===== config.mk =====
export PLATFORM = sky130hd
export DESIGN_NAME = binary_to_decimal_ascii
export DESIGN_NICKNAME = d
export VERILOG_FILES = /design/src/rtl/b2da_pkg.sv /design/src/rtl/b2da_dabble.sv /design/src/rtl/binary_to_decimal_ascii.sv
export SDC_FILE = /design/constraint.sdc
export NUM_CORES = 1
export LEC_CHECK = 0
export BUFFER_PORTS_ARGS = -buffer_cell sky130_fd_sc_hd__buf_2
export CAP_MARGIN = 0
export CORE_AREA = 2 2 102 104
export CTS_BUF_LIST = sky130_fd_sc_hd__clkbuf_16
export DETAILED_ROUTE_END_ITERATION = 16
export DIE_AREA = 0 0 104 106
export GPL_ROUTABILITY_DRIVEN = 0
export PLACE_DENSITY = 0.67
export SLEW_MARGIN = 30
export SYNTH_ARGS = -nofsm -noshare
export SYNTH_HDL_FRONTEND = slang
export SYNTH_SLANG_ARGS = --single-unit

===== constraint.sdc =====
create_clock -name clk -period 4.9 [get_ports clk]
set_input_delay 0 -clock clk [delete_from_list [all_inputs] [get_ports clk]]
set_output_delay 0 -clock clk [all_outputs]
set_load 0.02 [all_outputs]

===== src/rtl/b2da_pkg.sv =====
`default_nettype none

package b2da_pkg;

  // Input word width and decimal digit buffer size
  localparam int NUM_BITS   = 32;
  localparam int MAX_DIGITS = 10;
  localparam int DIGIT_W    = 4;
  localparam int BCD_W      = DIGIT_W * MAX_DIGITS;
  localparam int CHAR_W     = 6;

  // Counter widths
  localparam int CNT_W  = $clog2(NUM_BITS);
  localparam int NDIG_W = $clog2(MAX_DIGITS + 1);

  // ASCII code of '0', cut to the character width
  localparam logic [CHAR_W-1:0] ASCII_ZERO = CHAR_W'(48);

  // Sequencer states
  typedef enum logic [1:0] {
    ST_IDLE,
    ST_CONV,
    ST_TRIM,
    ST_EMIT
  } state_t;

endpackage

`default_nettype wire


===== src/rtl/b2da_dabble.sv =====
`default_nettype none

// One double-dabble step: correct every BCD digit of five or more by adding
// three, then shift the whole BCD word left by one, taking in the next bit.
module b2da_dabble (
  input  wire logic [b2da_pkg::BCD_W-1:0] bcd_in,
  input  wire logic                       bit_in,
  output logic      [b2da_pkg::BCD_W-1:0] bcd_out
);
  import b2da_pkg::*;

  logic [BCD_W-1:0] corr;

  // Correct each digit on its own
  always_comb begin
    logic [DIGIT_W-1:0] d;
    d = '0;
    corr = bcd_in;
    for (int i = 0; i < MAX_DIGITS; i++) begin
      d = bcd_in[i*DIGIT_W +: DIGIT_W];
      if (d >= DIGIT_W'(5)) begin
        corr[i*DIGIT_W +: DIGIT_W] = d + DIGIT_W'(3);
      end
    end
  end

  // Shift in the next binary bit; the top bit falls off (value modulo 10^digits)
  assign bcd_out = {corr[BCD_W-2:0], bit_in};

endmodule

`default_nettype wire


===== src/rtl/binary_to_decimal_ascii.sv =====
`default_nettype none

// Binary to decimal ASCII converter. Each 32-bit unsigned input word is sent
// out as its decimal digits in ASCII, most significant first, without leading
// zeros (zero gives a single '0'); tlast marks the least significant digit.
// A word is accepted, converted in the shared shift-and-correct unit (one
// input bit a cycle), stripped of its leading zeros, and then sent digit by
// digit as the output takes them. in_tready is low from acceptance until the
// last digit has been loaded into the output register; that digit may still
// wait there while the next word is accepted.
module binary_to_decimal_ascii (
  input  wire logic        clk,
  input  wire logic        rst_n,
  input  wire logic        in_tvalid,
  output logic             in_tready,
  input  wire logic [31:0] in_tdata,   // [31:0] number
  output logic             out_tvalid,
  input  wire logic        out_tready,
  output logic [7:0]       out_tdata,  // [5:0] digit_char, [7:6] zero
  output logic             out_tlast   // last_digit
);
  import b2da_pkg::*;

  state_t state_r, state_nxt;

  logic [NUM_BITS-1:0] num_r;
  logic [BCD_W-1:0]    bcd_r;
  logic [BCD_W-1:0]    dab_out;
  logic [CNT_W-1:0]    cnt_r;
  logic [NDIG_W-1:0]   ndig_r;
  logic [CHAR_W-1:0]   char_r;
  logic                last_r;
  logic                out_valid_r;

  logic [DIGIT_W-1:0]  top_digit;
  logic                load;
  logic                conv_step;
  logic                trim_skip;
  logic                emit_step;
  logic                out_free;

  assign top_digit = bcd_r[BCD_W-1 -: DIGIT_W];
  assign load      = in_tvalid && in_tready;
  assign out_free  = !out_valid_r || out_tready;

  // Shared conversion unit
  b2da_dabble u_dabble (
    .bcd_in  (bcd_r),
    .bit_in  (num_r[NUM_BITS-1]),
    .bcd_out (dab_out)
  );

  // Next state
  always_comb begin
    state_nxt = state_r;
    unique case (state_r)
      ST_IDLE: if (in_tvalid) state_nxt = ST_CONV;
      ST_CONV: if (cnt_r == CNT_W'(NUM_BITS - 1)) state_nxt = ST_TRIM;
      ST_TRIM: if (!trim_skip) state_nxt = ST_EMIT;
      ST_EMIT: if (out_free && ndig_r == NDIG_W'(1)) state_nxt = ST_IDLE;
      default: state_nxt = ST_IDLE;
    endcase
  end

  // State outputs
  always_comb begin
    in_tready = 1'b0;
    conv_step = 1'b0;
    trim_skip = 1'b0;
    emit_step = 1'b0;
    unique case (state_r)
      ST_IDLE: in_tready = 1'b1;
      ST_CONV: conv_step = 1'b1;
      ST_TRIM: trim_skip = (top_digit == '0) && (ndig_r != NDIG_W'(1));
      ST_EMIT: emit_step = out_free;
      default: ;
    endcase
  end

  // Control registers
  always_ff @(posedge clk) begin
    if (!rst_n) begin
      state_r     <= ST_IDLE;
      out_valid_r <= 1'b0;
    end else begin
      state_r <= state_nxt;
      if (emit_step) begin
        out_valid_r <= 1'b1;
      end else if (out_tready) begin
        out_valid_r <= 1'b0;
      end
    end
  end

  // Datapath: take the word, convert, drop leading zeros, send digits
  always_ff @(posedge clk) begin
    if (load) begin
      num_r  <= in_tdata;
      bcd_r  <= '0;
      cnt_r  <= '0;
      ndig_r <= NDIG_W'(MAX_DIGITS);
    end
    if (conv_step) begin
      bcd_r <= dab_out;
      num_r <= {num_r[NUM_BITS-2:0], 1'b0};
      cnt_r <= cnt_r + CNT_W'(1);
    end
    if (trim_skip || emit_step) begin
      bcd_r  <= {bcd_r[BCD_W-DIGIT_W-1:0], {DIGIT_W{1'b0}}};
      ndig_r <= ndig_r - NDIG_W'(1);
    end
    if (emit_step) begin
      char_r <= ASCII_ZERO + CHAR_W'(top_digit);
      last_r <= (ndig_r == NDIG_W'(1));
    end
  end

  assign out_tvalid = out_valid_r;
  assign out_tdata  = {2'b00, char_r};
  assign out_tlast  = last_r;

  // A new word always starts conversion from the first bit
  a_load_starts: assert property (@(posedge clk) disable iff (!rst_n)
    load |=> (state_r == ST_CONV) && (cnt_r == '0))
    else $error("conversion did not start after word accepted");

  // Sent characters are decimal digits
  a_char_range: assert property (@(posedge clk) disable iff (!rst_n)
    out_valid_r |-> (char_r >= CHAR_W'(48)) && (char_r <= CHAR_W'(57)))
    else $error("output character is not a decimal digit");

  // Digit count stays in range while trimming or sending
  a_ndig_range: assert property (@(posedge clk) disable iff (!rst_n)
    (state_r == ST_TRIM || state_r == ST_EMIT)
      |-> (ndig_r != '0) && (ndig_r <= NDIG_W'(MAX_DIGITS)))
    else $error("digit count out of range");

endmodule

`default_nettype wire


==> impl_summary.txt, run 1 <==
----------------------------------------------------
[Run status]
  Result of the run ... complete, no violations

[Power]
  Sw frac ... 37.0%
  Net switching power ... 0.00137 W
  Max IR drop VDD ... 0.253 mV
  Combinational fraction of design power ... 37.0%
  Total chip power ... 0.00371 W
  Pwr Density ... 651 mW/mm2
  Sequential share of power ... 43.8%
  Leak pwr ... 2.26 nW
  Power Internal ... 0.00234 W
  Share of power burned in the clock network ... 19.2%

[Floorplanning]
  Initial standard-cell utilization of the core ... 47.3%
  I/O Pins ... 47
  Num rows ... 37
  Core Region ... 0.0100 mm2
  Floorplan die area ... 0.0110 mm2
  Vert. Die Dim ... 106 um
  Die Span X ... 104 um

[Hold path]
  Class of the worst hold path ... input pin to flip-flop
  Hold path startpoint ... out_tready
  Capture endpoint of the worst hold path ... out_tvalid
  Worst hold path depth ... 3

[Logic synthesis]
  Sequential element share of the synthesized area ... 54.8%
  Average cell area after synthesis ... 12.0 um2
  Seq cells post-synth ... 89
  Synthesized instance count ... 394
  Fraction of registers with async set or reset after synthesis ... 0%
  Predominant post-synthesis flop cell ... edfxtp_1
  Number of enable flip-flop cells after synthesis ... 81
  Syn Std Cell Area ... 0.00473 mm2
  Area share of the largest cell type after synthesis ... 51.4%
  Area contributors post-synth ... edfxtp_1, a22o_1, ha_1
  Number of distinct library cell variants in the gate-level netlist after synthesis ... 38
  Warnings, synthesis ... 0
  Library cell with the largest summed area after synthesis ... edfxtp_1

[Placed design]
  Half-perimeter wire length after detailed placement ... 5.78 mm
  PortBufs ... 42
  Cell area after placement ... 0.00505 mm2

[Worst setup path]
  Crit. End Element ... flip-flop
  Critical R2R Capture ... bcd_r[38]
  Crit start category ... flip-flop
  Setup Crit Path Kind ... flip-flop to flip-flop
  Worst reg2reg setup slack ... 2440 ps
  Data arrival time at the worst-slack endpoint ... 2550 ps
  Data required time of the worst path ... 4990 ps
  Largest fanout on the critical path ... 34
  R2R cell count ... 7
  Worst r2r src ... bcd_r[36]

[Clocking]
  Skew-Pair Late Insertion Delay ... 340 ps
  TritonCTS Buffers ... 9
  TritonCTS clock tree ... yes
  Master cell of the clock root buffer ... clkbuf_16
  Clock transition at the registers of the reported paths ... 70 ps
  Maximum level of the CTS H-tree ... 3
  TritonCTS Sinks ... 89
  Number of setup buffers added after CTS ... 0
  Number of buffers on the longest clock path ... 2

[Detailed routing]
  Vias after detailed routing ... 3,233
  DRT antenna net count ... 0
  Iteration-0 DRC count of the detailed router ... 145
  Detailed Routing Iterations Pass 1 ... 4
  Wire length per cell after detailed routing ... 15.1 um
  Residual DRC count ... 0
  Mean number of vias per cell ... 5.33
  Final Routed Wirelength ... 9.16 mm

[Global route]
  Pin count of the biggest net entering global routing ... 37
  Aggregate global-route resource usage ... 17.6%
  Global-route wire length before repair ... 15.7 mm
  Number of global-route vias before repair ... 3,295
  Initial antenna violation count ... 0
  Total global routing overflow ... 0

[STA]
  Slew margin rel. ... 42.5%
  Count of pins over their slew limit ... 0
  Setup violators final ... 0
  Final worst hold slack ... 45.9 ps
  Endpoints failing hold ... 0
  Shortest clock period the worst path allows after layout ... 2460 ps
  Final sum of negative setup slack ... 0 ps
  Setup repair after global routing missed its margin ... false
  Period Utilization, post-route ... 50.3%
  Worst-case clock skew ... 12.9 ps
  Actual transition at the worst max-transition pin ... 862 ps
  Peak clock frequency supported by timing ... 0.406 GHz

[Layout]
  Total area of sequential cells ... 0.00259 mm2
  FILL cells ... 845
  Multi-input gate area ... 0.00194 mm2
  Most common library cell in the layout ignoring fill and taps ... edfxtp_1
  Ratio of cells with drive above 1 in the final layout ... 14.9%
  Final non-filler cell area ... 0.00570 mm2
  Growth of design area from synthesis to finish ... 20.6%
  Highest-count cells in the layout ignoring fill and taps ... edfxtp_1, a22o_1, buf_2
  Antenna cells ... 0
  Final-stage net count ... 531

[Flow run]
  Max cap viols ... 0

----------------------------------------------------
-- sequential cells by signal (all words and copies together) (netlist names) --
register and flops:
state_r 2, out_tvalid 1, bcd_r 40, cnt_r 5
ndig_r 4, num_r 32, char_r 4, out_tlast 1
-- cell type report --
class	count	area share, %
multi-input cells	256	34.0
clock inverters	7	1.51
well taps	136	2.98
flip-flops and latches	89	45.5
clock buffers	9	3.95
inverters	29	1.91
repair buffers	80	10.2
-- metrics by stage --
step                      setup WS, ps  util, %  std cells
final                             2440     57.0        606
after CTS                         2440     57.0        606
after global routing              2180     57.0        606
after detailed placement          2450     50.5        556
after global placement            2490     50.5        556
after floorplan                   2480        -        396
-- per-layer routing --
layer	up-vias	track usage, %	wire, um
li1	1612	-	-
met1	1543	22.5	4190
met2	70	30.5	4590
met3	8	2.70	273
met4	0	6.18	100
met5	-	0	0
-- synthesized netlist by cell type (all sizes together), types with 2 or more instances --
cell type,n
a31oi,2
inv,29
nor2,10
and2,2
nand2,29
mux2i,11
or3b,4
dfxtp,8
a21oi,31
or3,2
o21ai,11
buf,11
nor3b,13
conb,2
nor3,2
clkbuf,11
o41ai,2
edfxtp,81
nand2b,10
o31ai,13
ha,30
xnor2,12
nand3,5
xor2,3
a22o,52
-- cell families after synthesis --
logic type | share of synthesized area (%)
AND/OR/NAND/NOR | 9.18
flip-flops | 54.8
other | 0.159
XOR/XNOR | 2.78
adder cells (fa/ha/maj) | 7.94
buffers and inverters | 4.79
AO/OA/AOI/OAI | 18.0
multiplexers | 2.33
-- worst max-delay path by stage --
stage | from | endpoint | slack [ps] | cells past startpoint
floorplan | ndig_r[1] | bcd_r[10] | 2480 | 6
global placement | bcd_r[36] | bcd_r[38] | 2490 | 7
detailed placement | bcd_r[36] | bcd_r[38] | 2450 | 7
CTS | bcd_r[36] | bcd_r[38] | 2440 | 7
global route | ndig_r[1] | bcd_r[18] | 2180 | 7
finish | bcd_r[36] | bcd_r[38] | 2440 | 7
-- repair_timing --
item | CTS | global route
gates resized for setup | 0 | 0
hold buffers | 34 | 0
endpoints found under the hold margin | 35 | 0
-- power groups by stage --
stage               Combinational, W  Clock, W  Sequential, W
global placement             0.00130         0        0.00162
CTS                          0.00138  0.000726        0.00162
floorplan                    0.00108         0        0.00155
global route                 0.00157  0.000758        0.00168
finish                       0.00137  0.000714        0.00162
detailed placement           0.00136         0        0.00163
-- critical path, cell delays in order, from the launching register on --
cell and delay (ps):
edfxtp_1 450, inv_1 120, ha_1 150, and4bb_2 280
o2bb2ai_4 330, buf_4 450, nor2_4 160, a22o_1 260
(Power assumes the default switching activity.)
==> run 2, diff against run 1 <==
--- a/config.mk
+++ b/config.mk
@@ -12,7 +12,7 @@
 export DETAILED_ROUTE_END_ITERATION = 16
 export DIE_AREA = 0 0 104 106
 export GPL_ROUTABILITY_DRIVEN = 0
-export PLACE_DENSITY = 0.67
+export PLACE_DENSITY = 0.69
 export SLEW_MARGIN = 30
 export SYNTH_ARGS = -nofsm -noshare
 export SYNTH_HDL_FRONTEND = slang
==> constraint.sdc (replaced) <==
create_clock -name clk -period 2.2 [get_ports clk]
set_input_delay 0 -clock clk [delete_from_list [all_inputs] [get_ports clk]]
set_output_delay 0 -clock clk [all_outputs]
set_load 0.02 [all_outputs]
==> impl_summary.txt, run 2 (same netlist as run 1, synthesis figures left out) <==
----------------------------------------------------
[Global route]
  Initial antenna violation count ... 0
  Global-route wire length before repair ... 15.6 mm
  Aggregate global-route resource usage ... 17.6%
  Number of global-route vias before repair ... 3,279
  Total global routing overflow ... 0
  Pin count of the biggest net entering global routing ... 37

[Floorplanning]
  Num rows ... 37
  Core Region ... 0.0100 mm2
  Vert. Die Dim ... 106 um
  I/O Pins ... 47
  Initial standard-cell utilization of the core ... 47.3%
  Floorplan die area ... 0.0110 mm2
  Die Span X ... 104 um

[Hold path]
  Class of the worst hold path ... input pin to flip-flop

[Clocking]
  Maximum level of the CTS H-tree ... 3
  TritonCTS Buffers ... 9
  Number of buffers on the longest clock path ... 2
  Skew-Pair Late Insertion Delay ... 340 ps
  Master cell of the clock root buffer ... clkbuf_16
  TritonCTS Sinks ... 89
  TritonCTS clock tree ... yes
  Clock transition at the registers of the reported paths ... 70 ps

[Detailed routing]
  Detailed Routing Iterations Pass 1 ... 4
  DRT antenna net count ... 0
  Mean number of vias per cell ... 5.36
  Wire length per cell after detailed routing ... 15.0 um
  Residual DRC count ... 0
  Final Routed Wirelength ... 9.25 mm
  Iteration-0 DRC count of the detailed router ... 207
  Vias after detailed routing ... 3,309

[Layout]
  Antenna cells ... 0
  Fin util ... 58.4%
  Final non-filler cell area ... 0.00584 mm2
  Growth of design area from synthesis to finish ... 23.5%
  Number of flip-flops under the largest register name ... 40
  Biggest regs ... bcd_r: 40 flops, num_r: 32 flops, cnt_r: 5 flops
  Most common library cell in the layout ignoring fill and taps ... edfxtp_1
  Ratio of cells with drive above 1 in the final layout ... 17.0%
  Final-stage net count ... 542
  Highest-count cells in the layout ignoring fill and taps ... edfxtp_1, a22o_1, buf_2
  Register name with the most flops ... bcd_r

[STA]
  Final sum of negative setup slack ... 0 ps
  Shortest clock period the worst path allows after layout ... 2040 ps
  Slew margin rel. ... 52.1%
  Count of pins over their slew limit ... 0
  Final worst hold slack ... 84.6 ps
  Setup repair after global routing missed its margin ... false
  Actual transition at the worst max-transition pin ... 717 ps
  Setup violators final ... 0
  Endpoints failing hold ... 0
  Peak clock frequency supported by timing ... 0.489 GHz
  Worst-case clock skew ... 10.3 ps
  Period Utilization, post-route ... 92.9%

[Worst setup path]
  Largest fanout on the critical path ... 22
  Crit start category ... flip-flop
  Data arrival time at the worst-slack endpoint ... 2130 ps
  Setup Crit Path Kind ... flip-flop to flip-flop
  Crit. End Element ... flip-flop
  Data required time of the worst path ... 2290 ps

[Power]
  Leak pwr ... 2.32 nW
  Pwr Density ... 1450 mW/mm2
  Total chip power ... 0.00847 W
  Max IR drop VDD ... 0.752 mV

[Placed design]
  Half-perimeter wire length after detailed placement ... 5.67 mm
  PortBufs ... 42
  Cell area after placement ... 0.00516 mm2

[Flow run]
  Max cap viols ... 0

[Run status]
  Result of the run ... complete, no violations

----------------------------------------------------
run 2: path summary, 6_finish.rpt:
| check | slack (ps) | depth (start not counted) | end | startpoint |
|---|---|---|---|---|
| min reg2reg | 450 | 0 | char_r[1] | bcd_r[37] |
| max reg2reg | 160 | 6 | bcd_r[5] | ndig_r[1] |
| max | 160 | 6 | bcd_r[5] | ndig_r[1] |
| min | 80 | 4 | num_r[0] | in_tvalid |
run 2: critical path, stage by stage (launching register included):
cell       delay [ps]
edfxtp_1          390
inv_1             110
ha_1              140
or3b_4            430
o2bb2ai_4         240
buf_12            230
a22o_1            230
run 2: repair_timing:
action,CTS,global route
endpoints found under the setup margin,0,27
setup buffers,0,0
hold endpoints to repair,35,0
gates resized for setup,0,1
hold buffers,34,0
run 2: per-stage QoR:
step	setup slack, ps	std cells
after global routing	37.6	617
final	156	617
after floorplan	103	396
after CTS	19.5	616
after detailed placement	40.1	566
after global placement	105	566
run 2: metal layers:
metal,global-route usage [%],routed length [um],vias to the layer above
li1,-,-,1636
met1,22.4,4130,1595
met2,29.3,4610,64
met3,3.86,359,14
met4,7.05,153,0
met5,0,0,-
run 2: area by class of cell:
class | count | area [um2]
repair buffers | 90 | 693
clock inverters | 7 | 92.6
clock buffers | 9 | 225
multi-input cells | 257 | 1960
flip-flops and latches | 89 | 2590
fillers | 805 | 4160
inverters | 29 | 109
well taps | 136 | 170
run 2: where the power goes:
part	total, W	switching (W)	internal (W)	leakage [nW]
Sequential	0.00361	0.000599	0.00301	0.884
Clock	0.00164	0.000643	0.000993	0.151
Combinational	0.00323	0.00179	0.00144	1.29
Total	0.00847	0.00303	0.00544	2.32
==> run 3, diff against run 2 <==
--- a/config.mk
+++ b/config.mk
@@ -12,7 +12,7 @@
 export DETAILED_ROUTE_END_ITERATION = 16
 export DIE_AREA = 0 0 104 106
 export GPL_ROUTABILITY_DRIVEN = 0
-export PLACE_DENSITY = 0.69
+export PLACE_DENSITY_LB_ADDON = 0.1
 export SLEW_MARGIN = 30
 export SYNTH_ARGS = -nofsm -noshare
 export SYNTH_HDL_FRONTEND = slang
==> impl_summary.txt, run 3 (same netlist as run 1, synthesis figures left out) <==
----------------------------------------------------
[Run status]
  Result of the run ... complete, no violations

[Layout]
  Ratio of cells with drive above 1 in the final layout ... 17.8%
  Most common library cell in the layout ignoring fill and taps ... edfxtp_1
  Number of flip-flops under the largest register name ... 40
  FILL cells ... 839
  Register name with the most flops ... bcd_r
  Growth of design area from synthesis to finish ... 23.7%
  Multi-input gate area ... 0.00194 mm2
  Highest-count cells in the layout ignoring fill and taps ... edfxtp_1, a22o_1, buf_2
  Fin util ... 58.5%
  Final-stage net count ... 545
  Total area of sequential cells ... 0.00259 mm2
  Biggest regs ... bcd_r: 40 flops, num_r: 32 flops, cnt_r: 5 flops
  Antenna cells ... 0

[Global route]
  Pin count of the biggest net entering global routing ... 37
  Aggregate global-route resource usage ... 16.7%
  Number of global-route vias before repair ... 3,112
  Total global routing overflow ... 0
  Global-route wire length before repair ... 14.7 mm
  Initial antenna violation count ... 0

[Detailed routing]
  Vias after detailed routing ... 3,222
  Top routing layer used ... met4
  Residual DRC count ... 0
  DRT antenna net count ... 0
  Final Routed Wirelength ... 8.80 mm
  WL met3 ... 199 um
  Wire length on met2 ... 4.14 mm
  Wire length per cell after detailed routing ... 14.2 um
  Met1 wire length ... 4.31 mm
  Iteration-0 DRC count of the detailed router ... 140
  Mean number of vias per cell ... 5.20
  Detailed Routing Iterations Pass 1 ... 4

[Placed design]
  PortBufs ... 42
  Dpl ws ... 130 ps
  Half-perimeter wire length after detailed placement ... 5.73 mm

[Clocking]
  Post-cts sizing count ... 0
  Skew-Pair Late Insertion Delay ... 340 ps
  Master cell of the clock root buffer ... clkbuf_16
  TritonCTS clock tree ... yes
  Number of buffers on the longest clock path ... 2
  Maximum level of the CTS H-tree ... 3
  TritonCTS Buffers ... 9
  Clock transition at the registers of the reported paths ... 60 ps
  TritonCTS Sinks ... 89

[STA]
  Shortest clock period the worst path allows after layout ... 2050 ps
  Peak clock frequency supported by timing ... 0.487 GHz
  Final sum of negative setup slack ... 0 ps
  Setup repair after global routing missed its margin ... false
  Endpoints failing hold ... 0
  Worst-case clock skew ... 6.47 ps
  Count of pins over their slew limit ... 0
  Period Utilization, post-route ... 93.3%
  Final worst setup slack ... 148 ps
  Setup violators final ... 0

[Power]
  Total chip power ... 0.00848 W
  Leak pwr ... 2.33 nW
  Power Internal ... 0.00546 W
  Max IR drop VDD ... 0.716 mV
  Net switching power ... 0.00302 W
  Combinational fraction of design power ... 38.2%
  Share of power burned in the clock network ... 19.5%
  Pwr Density ... 1450 mW/mm2
  Sequential share of power ... 42.4%
  Sw frac ... 35.6%

[Worst setup path]
  Data arrival time at the worst-slack endpoint ... 2140 ps
  Crit. End Element ... flip-flop
  Data required time of the worst path ... 2290 ps
  Setup Crit Path Kind ... flip-flop to flip-flop
  Worst reg2reg setup slack ... 150 ps
  Largest fanout on the critical path ... 18
  Crit start category ... flip-flop

[Floorplanning]
  Core Region ... 0.0100 mm2
  Floorplan die area ... 0.0110 mm2
  Num rows ... 37
  Vert. Die Dim ... 106 um
  Initial standard-cell utilization of the core ... 47.3%
  I/O Pins ... 47
  Die Span X ... 104 um

[Hold path]
  Class of the worst hold path ... input pin to flip-flop

[Flow run]
  Max cap viols ... 0

----------------------------------------------------
run 3: area by class of cell:
type                       count  area share [%]
sequential                    89            44.3
multi-input combinational    256            33.1
timing repair buffer          94            12.4
clock buffer                   9            3.85
tap                          136            2.91
inverter                      29            1.86
clock inverter                 7            1.63
run 3: path summary, 6_finish.rpt:
path / depth (start not counted) / endpoint / start
min reg2reg: 0 / char_r[1] / bcd_r[37]
max reg2reg: 8 / bcd_r[18] / bcd_r[36]
max: 8 / bcd_r[18] / bcd_r[36]
min: 3 / out_tvalid / out_tready
run 3: timing repair:
action / CTS / global route
hold buffers: 34 / 0
hold endpoints to repair: 35 / 0
setup buffers: 0 / 4
endpoints found under the setup margin: 0 / 20
run 3: layer usage:
metal / global-route usage, % / up-vias
met2: 26.8 / 50
met1: 22.1 / 1532
met3: 2.64 / 10
met4: 8.20 / 0
li1: - / 1630
met5: 0 / -
run 3: worst max-delay path: stages, from the launching register on:
cell	delay, ps
edfxtp_1	440
inv_1	110
ha_1	150
and4bb_2	290
o2bb2ai_4	240
buf_4	200
nor2_4	40
buf_12	140
a22o_1	180
run 3: power by group through the flow:
stage | Combinational (W) | Sequential (W) | Clock, W
after global routing | 0.00366 | 0.00371 | 0.00176
after floorplan | 0.00241 | 0.00344 | 0
after detailed placement | 0.00317 | 0.00361 | 0
final | 0.00324 | 0.00359 | 0.00165
after global placement | 0.00307 | 0.00362 | 0
after CTS | 0.00323 | 0.00359 | 0.00170
run 3: stage by stage:
step	instance area [um2]	instances	hold slack [ps]
CTS	5810	616	23.3
detailed placement	5150	566	271
global route	5850	620	45.5
finish	5850	620	33.5
floorplan	4740	396	118
global placement	5150	566	264
